## config.mk

```make
export PLATFORM = sky130hd
export DESIGN_NAME = gregorian_date_arithmetic_unit
export DESIGN_NICKNAME = d
export VERILOG_FILES = /design/src/rtl/gda_pkg.sv /design/src/rtl/gda_ctrl.sv /design/src/rtl/gda_datapath.sv /design/src/rtl/gregorian_date_arithmetic_unit.sv
export VERILOG_INCLUDE_DIRS = /design/src /design/src/rtl
export SDC_FILE = /design/constraint.sdc
export NUM_CORES = 2
export LEC_CHECK = 0
export BUFFER_PORTS_ARGS = -buffer_cell sky130_fd_sc_hd__buf_2
export CORE_ASPECT_RATIO = 1.1
export CORE_MARGIN = 2
export CORE_UTILIZATION = 45
export CTS_CLUSTER_DIAMETER = 40
export DETAILED_ROUTE_END_ITERATION = 10
export MAX_ROUTING_LAYER = met4
export REMOVE_ABC_BUFFERS = 1
export SLEW_MARGIN = 10
export SYNTH_ARGS = -nofsm -noshare
export SYNTH_HDL_FRONTEND = slang
export SYNTH_SLANG_ARGS = --single-unit
export TNS_END_PERCENT = 1
```

## constraint.sdc

```tcl
create_clock -name clk -period 19.5 [get_ports clk]
set_input_delay 3.9 -clock clk [delete_from_list [all_inputs] [get_ports clk]]
set_output_delay 3.9 -clock clk [all_outputs]
set_load 0.005 [all_outputs]
```

## src/rtl/gregorian_date_arithmetic_unit_assert.svh

```systemverilog
// Assertion macros for the date arithmetic unit
`ifndef GREGORIAN_DATE_ARITHMETIC_UNIT_ASSERT_SVH
`define GREGORIAN_DATE_ARITHMETIC_UNIT_ASSERT_SVH

`define GDA_ASSERT_IMPL(lbl, clk, rst_n, ante, cons, msg) \
    lbl: assert property (@(posedge clk) disable iff (!rst_n) (ante) |-> (cons)) \
        else $error(msg);

`define GDA_ASSERT_NEXT(lbl, clk, rst_n, ante, cons, msg) \
    lbl: assert property (@(posedge clk) disable iff (!rst_n) (ante) |=> (cons)) \
        else $error(msg);

`endif

```

## src/rtl/gda_pkg.sv

```systemverilog
package gda_pkg;

    localparam int unsigned MaxYear = 9999;

    localparam int unsigned YearW   = 14;
    localparam int unsigned MonthW  = 4;
    localparam int unsigned DayW    = 5;
    localparam int unsigned OffW    = 23;
    localparam int unsigned SerW    = 26;

    localparam logic [SerW-1:0] Days400 = SerW'(146097);
    localparam logic [SerW-1:0] Days100 = SerW'(36524);
    localparam logic [SerW-1:0] Days4   = SerW'(1461);
    localparam logic [SerW-1:0] Days1   = SerW'(365);

    localparam logic CmdAdd  = 1'b0;
    localparam logic CmdDiff = 1'b1;

    typedef enum logic [7:0] {
        ST_IDLE  = 8'b00000001,
        ST_TOSA  = 8'b00000010,
        ST_TOSB  = 8'b00000100,
        ST_ADD   = 8'b00001000,
        ST_YEARS = 8'b00010000,
        ST_MONTH = 8'b00100000,
        ST_DIFF  = 8'b01000000,
        ST_DONE  = 8'b10000000
    } gda_state_t;

    typedef struct packed {
        logic load;
        logic to_serial_a;
        logic to_serial_b;
        logic add_offset;
        logic year_step;
        logic month_step;
        logic diff;
        logic done;
    } gda_cmd_t;

    typedef struct packed {
        logic is_diff;
        logic serial_done;
        logic year_done;
        logic month_done;
    } gda_status_t;

    // floor(x / 25) by reciprocal multiply, exact for any 14-bit x
    function automatic logic [YearW-1:0] div25(input logic [YearW-1:0] x);
        logic [YearW+12:0] prod;
        prod = (YearW+13)'(x) * (YearW+13)'(5243);
        div25 = YearW'(prod >> 17);
    endfunction

    function automatic logic is_leap(input logic [YearW-1:0] y);
        logic by25;
        by25 = (div25(y) * YearW'(25)) == y;
        is_leap = (y[1:0] == 2'b00) && (!by25 || (y[3:0] == 4'b0000));
    endfunction

    function automatic logic [DayW-1:0] month_days(input logic [YearW-1:0] y,
                                                   input logic [MonthW-1:0] m);
        logic [DayW-1:0] d;
        case (m)
            4'd1, 4'd3, 4'd5, 4'd7, 4'd8, 4'd10, 4'd12: d = 5'd31;
            4'd4, 4'd6, 4'd9, 4'd11: d = 5'd30;
            4'd2: d = is_leap(y) ? 5'd29 : 5'd28;
            default: d = 5'd0;
        endcase
        month_days = d;
    endfunction

    function automatic logic [SerW-1:0] days_before_year(input logic [YearW:0] y);
        logic [YearW:0] p;
        p = y - 1'b1;
        days_before_year = SerW'(p) * SerW'(365) + SerW'(p >> 2)
                         - SerW'(div25(YearW'(p >> 2))) + SerW'(div25(YearW'(p >> 4)));
    endfunction

    localparam logic [SerW-1:0] SerLimit = days_before_year((YearW+1)'(MaxYear + 1));

endpackage

```

## src/rtl/gda_ctrl.sv

```systemverilog
module gda_ctrl
(
    input  logic                clk,
    input  logic                rst_n,
    input  logic                start,
    input  gda_pkg::gda_status_t status,
    output gda_pkg::gda_cmd_t    cmd,
    output logic                busy
);

    gda_pkg::gda_state_t state_reg, state_next;

    always_ff @(posedge clk or negedge rst_n)
    begin
        if (!rst_n)
        begin
            state_reg <= gda_pkg::ST_IDLE;
        end
        else
        begin
            state_reg <= state_next;
        end
    end

    always_comb
    begin
        state_next = state_reg;
        cmd = '0;
        case (state_reg)
            gda_pkg::ST_IDLE:
            begin
                if (start)
                begin
                    cmd.load = 1'b1;
                    state_next = gda_pkg::ST_TOSA;
                end
            end
            gda_pkg::ST_TOSA:
            begin
                cmd.to_serial_a = 1'b1;
                if (status.serial_done)
                begin
                    state_next = gda_pkg::ST_TOSB;
                end
            end
            gda_pkg::ST_TOSB:
            begin
                cmd.to_serial_b = 1'b1;
                if (status.serial_done)
                begin
                    state_next = status.is_diff ? gda_pkg::ST_DIFF : gda_pkg::ST_ADD;
                end
            end
            gda_pkg::ST_ADD:
            begin
                cmd.add_offset = 1'b1;
                state_next = gda_pkg::ST_YEARS;
            end
            gda_pkg::ST_YEARS:
            begin
                cmd.year_step = 1'b1;
                if (status.year_done)
                begin
                    state_next = gda_pkg::ST_MONTH;
                end
            end
            gda_pkg::ST_MONTH:
            begin
                cmd.month_step = 1'b1;
                if (status.month_done)
                begin
                    state_next = gda_pkg::ST_DONE;
                end
            end
            gda_pkg::ST_DIFF:
            begin
                cmd.diff = 1'b1;
                state_next = gda_pkg::ST_DONE;
            end
            gda_pkg::ST_DONE:
            begin
                cmd.done = 1'b1;
                state_next = gda_pkg::ST_IDLE;
            end
            default:
            begin
                state_next = gda_pkg::ST_IDLE;
            end
        endcase
    end

    assign busy = (state_reg != gda_pkg::ST_IDLE);

endmodule

```

## src/rtl/gda_datapath.sv

```systemverilog
module gda_datapath
(
    input  logic                          clk,
    input  logic                          rst_n,
    input  gda_pkg::gda_cmd_t             cmd,
    output gda_pkg::gda_status_t          status,
    input  logic                          cmd_in,
    input  logic [gda_pkg::YearW-1:0]     year_a,
    input  logic [gda_pkg::MonthW-1:0]    month_a,
    input  logic [gda_pkg::DayW-1:0]      day_a,
    input  logic [gda_pkg::YearW-1:0]     year_b,
    input  logic [gda_pkg::MonthW-1:0]    month_b,
    input  logic [gda_pkg::DayW-1:0]      day_b,
    input  logic signed [gda_pkg::OffW-1:0] offset,
    output logic                          done,
    output logic [gda_pkg::YearW-1:0]     res_year,
    output logic [gda_pkg::MonthW-1:0]    res_month,
    output logic [gda_pkg::DayW-1:0]      res_day,
    output logic signed [gda_pkg::OffW-1:0] day_difference,
    output logic                          a_after_b,
    output logic                          dates_equal,
    output logic                          a_was_valid,
    output logic                          b_was_valid,
    output logic                          out_of_range
);

    localparam int unsigned SW = gda_pkg::SerW;
    localparam int unsigned NW = SW + 1;
    localparam int unsigned DayW = gda_pkg::DayW;

    logic                          op_reg;
    logic [gda_pkg::YearW-1:0]     yb_reg, cy_reg, ry_reg;
    logic [gda_pkg::MonthW-1:0]    mb_reg, cm_reg, rm_reg;
    logic [gda_pkg::DayW-1:0]      db_reg, cd_reg;
    logic signed [gda_pkg::OffW-1:0] off_reg;
    logic                          va_reg, vb_reg;
    logic [gda_pkg::MonthW-1:0]    k_reg;
    logic [SW-1:0]                 acc_reg, sa_reg, sb_reg;
    logic signed [NW-1:0]          n_reg;
    logic                          oor_reg;
    logic signed [NW-1:0]          diff_reg;
    logic [1:0]                    phase_reg;
    logic                          done_reg;
    logic [2:0]                    cnt_reg;

    logic va_c, vb_c;
    logic [gda_pkg::DayW-1:0] mlen_k, mlen_r;
    logic [SW-1:0] step;
    logic [SW-1:0] r_u;
    logic signed [NW-1:0] sum_n, diff_n;
    logic year_go;
    logic signed [gda_pkg::OffW-1:0] diff_sat;

    assign va_c = (year_a != '0) && (day_a != '0) && (day_a <= gda_pkg::month_days(year_a, month_a));
    assign vb_c = (year_b != '0) && (day_b != '0) && (day_b <= gda_pkg::month_days(year_b, month_b));
    assign mlen_k = gda_pkg::month_days(cy_reg, k_reg);
    assign mlen_r = gda_pkg::month_days(ry_reg, rm_reg);
    assign r_u = SW'(n_reg);
    assign sum_n = $signed({1'b0, sa_reg}) + NW'(off_reg);
    assign diff_n = $signed({1'b0, sa_reg}) - $signed({1'b0, sb_reg});

    always_comb
    begin
        case (phase_reg)
            2'd0: step = gda_pkg::Days400;
            2'd1: step = gda_pkg::Days100;
            2'd2: step = gda_pkg::Days4;
            default: step = gda_pkg::Days1;
        endcase
    end

    assign year_go = (r_u >= step) && !(phase_reg == 2'd1 && cnt_reg == 3'd3)
                   && !(phase_reg == 2'd3 && cnt_reg == 3'd3);

    assign status.is_diff = op_reg;
    assign status.serial_done = (k_reg >= cm_reg);
    assign status.year_done = (phase_reg == 2'd3) && !year_go;
    assign status.month_done = (rm_reg == 4'd12) || (r_u < SW'(mlen_r));

    always_ff @(posedge clk or negedge rst_n)
    begin
        if (!rst_n)
        begin
            done_reg <= 1'b0;
        end
        else
        begin
            done_reg <= cmd.done;
        end
    end

    always_ff @(posedge clk)
    begin
        if (cmd.load)
        begin
            op_reg <= cmd_in;
            va_reg <= va_c;
            vb_reg <= vb_c;
            yb_reg <= vb_c ? year_b : 14'd1;
            mb_reg <= vb_c ? month_b : 4'd1;
            db_reg <= vb_c ? day_b : 5'd1;
            off_reg <= offset;
            cy_reg <= va_c ? year_a : 14'd1;
            cm_reg <= va_c ? month_a : 4'd1;
            cd_reg <= va_c ? day_a : 5'd1;
            acc_reg <= va_c ? gda_pkg::days_before_year({1'b0, year_a}) : '0;
            k_reg <= 4'd1;
        end
        else if (cmd.to_serial_a || cmd.to_serial_b)
        begin
            if (k_reg < cm_reg)
            begin
                acc_reg <= acc_reg + SW'(mlen_k);
                k_reg <= k_reg + 4'd1;
            end
            else
            begin
                if (cmd.to_serial_a)
                begin
                    sa_reg <= acc_reg + SW'(cd_reg) - SW'(1);
                    cy_reg <= yb_reg;
                    cm_reg <= mb_reg;
                    cd_reg <= db_reg;
                    acc_reg <= gda_pkg::days_before_year({1'b0, yb_reg});
                    k_reg <= 4'd1;
                end
                else
                begin
                    sb_reg <= acc_reg + SW'(cd_reg) - SW'(1);
                end
            end
        end
        else if (cmd.add_offset)
        begin
            n_reg <= sum_n;
            oor_reg <= sum_n[NW-1] || (SW'(sum_n) >= gda_pkg::SerLimit);
            ry_reg <= 14'd1;
            phase_reg <= 2'd0;
            cnt_reg <= 3'd0;
        end
        else if (cmd.year_step)
        begin
            if (oor_reg)
            begin
                phase_reg <= 2'd3;
                cnt_reg <= 3'd3;
            end
            else if (year_go)
            begin
                n_reg <= NW'(r_u - step);
                cnt_reg <= cnt_reg + 3'd1;
                case (phase_reg)
                    2'd0: ry_reg <= ry_reg + 14'd400;
                    2'd1: ry_reg <= ry_reg + 14'd100;
                    2'd2: ry_reg <= ry_reg + 14'd4;
                    default: ry_reg <= ry_reg + 14'd1;
                endcase
            end
            else if (phase_reg != 2'd3)
            begin
                phase_reg <= phase_reg + 2'd1;
                cnt_reg <= 3'd0;
            end
            rm_reg <= 4'd1;
        end
        else if (cmd.month_step)
        begin
            if (!status.month_done)
            begin
                n_reg <= NW'(r_u - SW'(mlen_r));
                rm_reg <= rm_reg + 4'd1;
            end
        end
        else if (cmd.diff)
        begin
            diff_reg <= diff_n;
            oor_reg <= (diff_n > NW'(4194303)) || (diff_n < -NW'(4194304));
        end
    end

    always_comb
    begin
        if (diff_reg > NW'(4194303))
        begin
            diff_sat = 23'sh3FFFFF;
        end
        else if (diff_reg < -NW'(4194304))
        begin
            diff_sat = 23'sh400000;
        end
        else
        begin
            diff_sat = diff_reg[gda_pkg::OffW-1:0];
        end
    end

    assign done = done_reg;
    assign res_year = (op_reg == gda_pkg::CmdDiff) ? '0 : (oor_reg ? 14'd1 : ry_reg);
    assign res_month = (op_reg == gda_pkg::CmdDiff) ? '0 : (oor_reg ? 4'd1 : rm_reg);
    assign res_day = (op_reg == gda_pkg::CmdDiff) ? '0
                   : (oor_reg ? 5'd1 : DayW'(r_u) + 5'd1);
    assign day_difference = (op_reg == gda_pkg::CmdDiff) ? diff_sat : '0;
    assign a_after_b = sa_reg > sb_reg;
    assign dates_equal = sa_reg == sb_reg;
    assign a_was_valid = va_reg;
    assign b_was_valid = vb_reg;
    assign out_of_range = oor_reg;

endmodule

```

## src/rtl/gregorian_date_arithmetic_unit.sv

```systemverilog
// Gregorian date unit: hold start high until busy is low to load one item; the result appears
// with done high for exactly one cycle and must be captured then, since it cannot be stalled.
// An item runs from the accepting edge to the edge that takes its result, and the next item
// can be accepted on that same edge. Each date is converted to a day number one month per
// cycle. A difference then subtracts the two day numbers, finishes and raises done. An offset
// add forms the sum, walks the years in 400-, 100-, 4- and 1-year blocks, stepping to each
// smaller block size in turn (out of range skips the walk), walks the months one per cycle,
// finishes and raises done.
`include "gregorian_date_arithmetic_unit_assert.svh"
module gregorian_date_arithmetic_unit
(
    input  logic                          clk,
    input  logic                          rst_n,
    input  logic                          start,
    output logic                          busy,
    output logic                          done,
    input  logic                          cmd,
    input  logic [gda_pkg::YearW-1:0]     year_a,
    input  logic [gda_pkg::MonthW-1:0]    month_a,
    input  logic [gda_pkg::DayW-1:0]      day_a,
    input  logic [gda_pkg::YearW-1:0]     year_b,
    input  logic [gda_pkg::MonthW-1:0]    month_b,
    input  logic [gda_pkg::DayW-1:0]      day_b,
    input  logic signed [gda_pkg::OffW-1:0] offset,
    output logic [gda_pkg::YearW-1:0]     res_year,
    output logic [gda_pkg::MonthW-1:0]    res_month,
    output logic [gda_pkg::DayW-1:0]      res_day,
    output logic signed [gda_pkg::OffW-1:0] day_difference,
    output logic                          a_after_b,
    output logic                          dates_equal,
    output logic                          a_was_valid,
    output logic                          b_was_valid,
    output logic                          out_of_range
);

    gda_pkg::gda_cmd_t    ctl;
    gda_pkg::gda_status_t sts;

    gda_ctrl u_ctrl
    (
        .clk    (clk),
        .rst_n  (rst_n),
        .start  (start),
        .status (sts),
        .cmd    (ctl),
        .busy   (busy)
    );

    gda_datapath u_dp
    (
        .clk            (clk),
        .rst_n          (rst_n),
        .cmd            (ctl),
        .status         (sts),
        .cmd_in         (cmd),
        .year_a         (year_a),
        .month_a        (month_a),
        .day_a          (day_a),
        .year_b         (year_b),
        .month_b        (month_b),
        .day_b          (day_b),
        .offset         (offset),
        .done           (done),
        .res_year       (res_year),
        .res_month      (res_month),
        .res_day        (res_day),
        .day_difference (day_difference),
        .a_after_b      (a_after_b),
        .dates_equal    (dates_equal),
        .a_was_valid    (a_was_valid),
        .b_was_valid    (b_was_valid),
        .out_of_range   (out_of_range)
    );

    `GDA_ASSERT_NEXT(a_done_one, clk, rst_n, done, !done, "done held longer than one cycle")
    `GDA_ASSERT_NEXT(a_start_busy, clk, rst_n, start && !busy, busy, "item not taken")
    `GDA_ASSERT_IMPL(a_order, clk, rst_n, done, !(a_after_b && dates_equal), "order flags clash")

endmodule
```

==> results.py <==
metrics = {
    "route": {
        "wl_per_cell_um": 17.6,
        "firstDrtPassIters": 7,
        "detail-route-antenna-nets": 0,
        "drtIter0Drc": 1810,
        "route.detailed.drc": 0,
        "routed_wl_um": 127000,
        "vias": 37900,
        "viasPerCell": 5.26,
    },
    "timing": {
        "setup_slack_ns": 5.49,
        "fmax_mhz": 71.4,
        "final.setup.tns_ns": 0,
        "rsz0062_at_grt": "false",
        "tightest_slew_ns": 1.22,
        "setup_viol": 0,
        "slew_headroom_pct": 18.3,
        "fin_skew_ns": 0.0233,
        "final_hold_viol_count": 0,
        "fin_crit_ns": 14.01,
        "fin_crit_sh_pct": 71.9,
        "final_max_slew_viol_count": 0,
    },
    "setup_path": {
        "critical_path.top_delay_family": "adder cells",
        "cp_max_fo": 30,
        "crit_path_top_delay_cell": "o41ai_1",
        "critical_path_arrival_ns": 14.33,
        "crit_buf_inv": 10,
        "worst_setup_path_end_kind": "register",
        "worstPathRequired_ns": 19.81,
        "crit_type": "in2reg",
        "start_kind": "input pin",
        "cpPeakStageDelay_ns": 0.62,
        "path_common_cell": "inv_1",
    },
    "placed_design": {
        "placed_cell_area_um2": 55100,
        "dp_hpwl_um": 109000,
        "port_buffers": 125,
        "pre_cts_ws_ns": 4.90,
        "gp_congestion": 0.927,
    },
    "floorplan": {
        "io_pins": 126,
        "core_um2": 116000,
        "fp.dieH_um": 362,
        "start_util_pct": 45.3,
        "die_area_um2": 119000,
        "placementRows": 131,
        "dieWidth_um": 329,
    },
    "logic_synthesis": {
        "synth_top_flop_cell": "edfxtp_1",
        "netlist_area_um2": 52400,
        "ys_seq_area_share_pct": 13.6,
        "ys.warnings.count": 0,
        "synth_cell_types": 81,
        "netlist_top_cells_area": "ha_1, fa_1, edfxtp_1",
        "yosys.area.top_type": "ha_1",
        "synth-seq-cells": 240,
        "yosysTopAreaCellShare_pct": 28.1,
        "postSynthAreaPerCell_um2": 9.55,
        "synth_edf_count": 227,
        "synthCells": 5489,
        "async_reset_ff_share_pct": 3.75,
    },
    "layout": {
        "multi_input_area_um2": 40500,
        "fin_util_pct": 49.0,
        "drive_gt1_share_pct": 5.05,
        "post-route-cell-area_um2": 56700,
        "fill_cells": 11000,
        "area_growth_pct": 8.11,
        "largest_reg_flops": 27,
        "fin_nets": 7485,
        "regArea_um2": 7120,
    },
    "clocking": {
        "post_cts_buffers": 0,
        "numCtsBuffers": 44,
        "numClockSinks": 240,
        "htree_levels": 2,
        "cts_tree": "done",
        "cts_resized": 0,
        "clk_pin_slew_worst_paths_ns": 0.06,
        "cts_root_buffer": "clkbuf_16",
        "cts_max_path_buffers": 3,
        "clk-insertion-delay-late_ns": 0.59,
        "hold_buffers": 0,
    },
    "flow_run": {
        "drv_cap": 0,
    },
    "outcome": {
        "run_status": "finished, final reports clean",
    },
    "global_route": {
        "gr-usage-all-layers_pct": 22.2,
        "grt_pass1_vias": 39600,
        "grt_max_degree": 58,
        "grt_antenna_before_repair": 2,
        "grt-ovfl-total": 0,
        "grt_pass1_wl_um": 206000,
    },
    "min_path": {
        "hp-class": "reg2reg",
    },
}
[cell type report]
type,instances,area share [%]
antenna,3,0.0132
clock buffer,46,1.96
clock inverter,36,0.828
inverter,1234,8.18
multi-input combinational,3963,71.5
sequential,240,12.6
tap,1529,3.38
timing repair buffer,162,1.59
[cells by family (layout without fill, tap and decap cells)]
group,Yosys count,count (layout),synth area share (%)
AND/OR/NAND/NOR,868,868,8.19
flip-flops,240,240,13.6
adder cells (fa/ha/maj),1767,1767,50.6
AO/OA/AOI/OAI,897,897,11.2
XOR/XNOR,419,419,7.00
other,0,3,0
buffers and inverters,1286,1478,9.21
multiplexers,12,12,0.236
[per-stage QoR]
stage | std cells | hold slack [ns]
global route | 7212 | 0.510
CTS | 7210 | 0.487
detailed placement | 7128 | 0.478
floorplan | 5437 | 0.495
finish | 7213 | 0.479
global placement | 7128 | 0.465
[cells in the mapped netlist, drive strengths merged (10+ instances only)]
cell type,count
a2111oi,10
a211oi,30
a21o,115
a21oi,247
a221oi,16
a31o,13
a31oi,34
and2,40
and3,39
clkbuf,50
edfxtp,227
fa,588
ha,1179
inv,1233
nand2,201
nand2b,45
nand3,73
nand4,25
nor2,208
nor2b,51
nor3,82
nor3b,10
nor4,24
o211ai,19
o21a,55
o21ai,174
o21bai,41
o22ai,18
o31ai,29
or2,10
or3,30
xnor2,302
xor2,117
[per-layer routing]
| layer | part of all wire, % | vias up | track usage [%] | wire length (µm) |
|---|---|---|---|---|
| met5 | 0 | - | - | 0 |
| met2 | 49 | 707 | 38.4 | 62400 |
| met3 | 3.3 | 185 | 1.71 | 4240 |
| met1 | 45 | 18400 | 28.1 | 56500 |
| met4 | 2.9 | 0 | 5.86 | 3670 |
| li1 | - | 18600 | - | - |
[cells in the final DEF (no fill, tap or decap), types with 40 or more instances in the layout]
master | synthesis | final
inv_1 | 1232 | 1232
nand2b_1 | 45 | 45
nor3_1 | 82 | 81
nand3_1 | 72 | 72
edfxtp_1 | 227 | 227
nand2_1 | 201 | 200
nor2_1 | 208 | 208
o21bai_1 | 41 | 41
xnor2_1 | 302 | 302
clkbuf_16 | 0 | 44
ha_1 | 1179 | 1179
and2_1 | 40 | 40
nor2b_1 | 51 | 51
xor2_1 | 117 | 117
o21ai_0 | 166 | 165
a21o_1 | 114 | 114
buf_2 | 1 | 125
o21a_1 | 55 | 55
a21oi_1 | 247 | 246
fa_1 | 588 | 588
[worst paths after layout]
check                                      end       startpoint  slack, ns  depth (start not counted)
setup / recovery              u_dp.acc_reg[24]       year_a[12]       5.49                         46
hold / removal             u_ctrl.state_reg[3]      u_dp.op_reg       0.48                          1
setup reg to reg           u_ctrl.state_reg[2]  u_dp.ry_reg[10]       7.44                         42
hold reg to reg            u_ctrl.state_reg[3]      u_dp.op_reg       0.48                          1
max in group asynchronous  u_ctrl.state_reg[0]            rst_n      16.03                          1
min in group asynchronous  u_ctrl.state_reg[1]            rst_n       3.19                          1
Power is left out: the tool's default activity adds up to more than one toggle a clock period on the data nets, which glitch-free logic cannot reach.
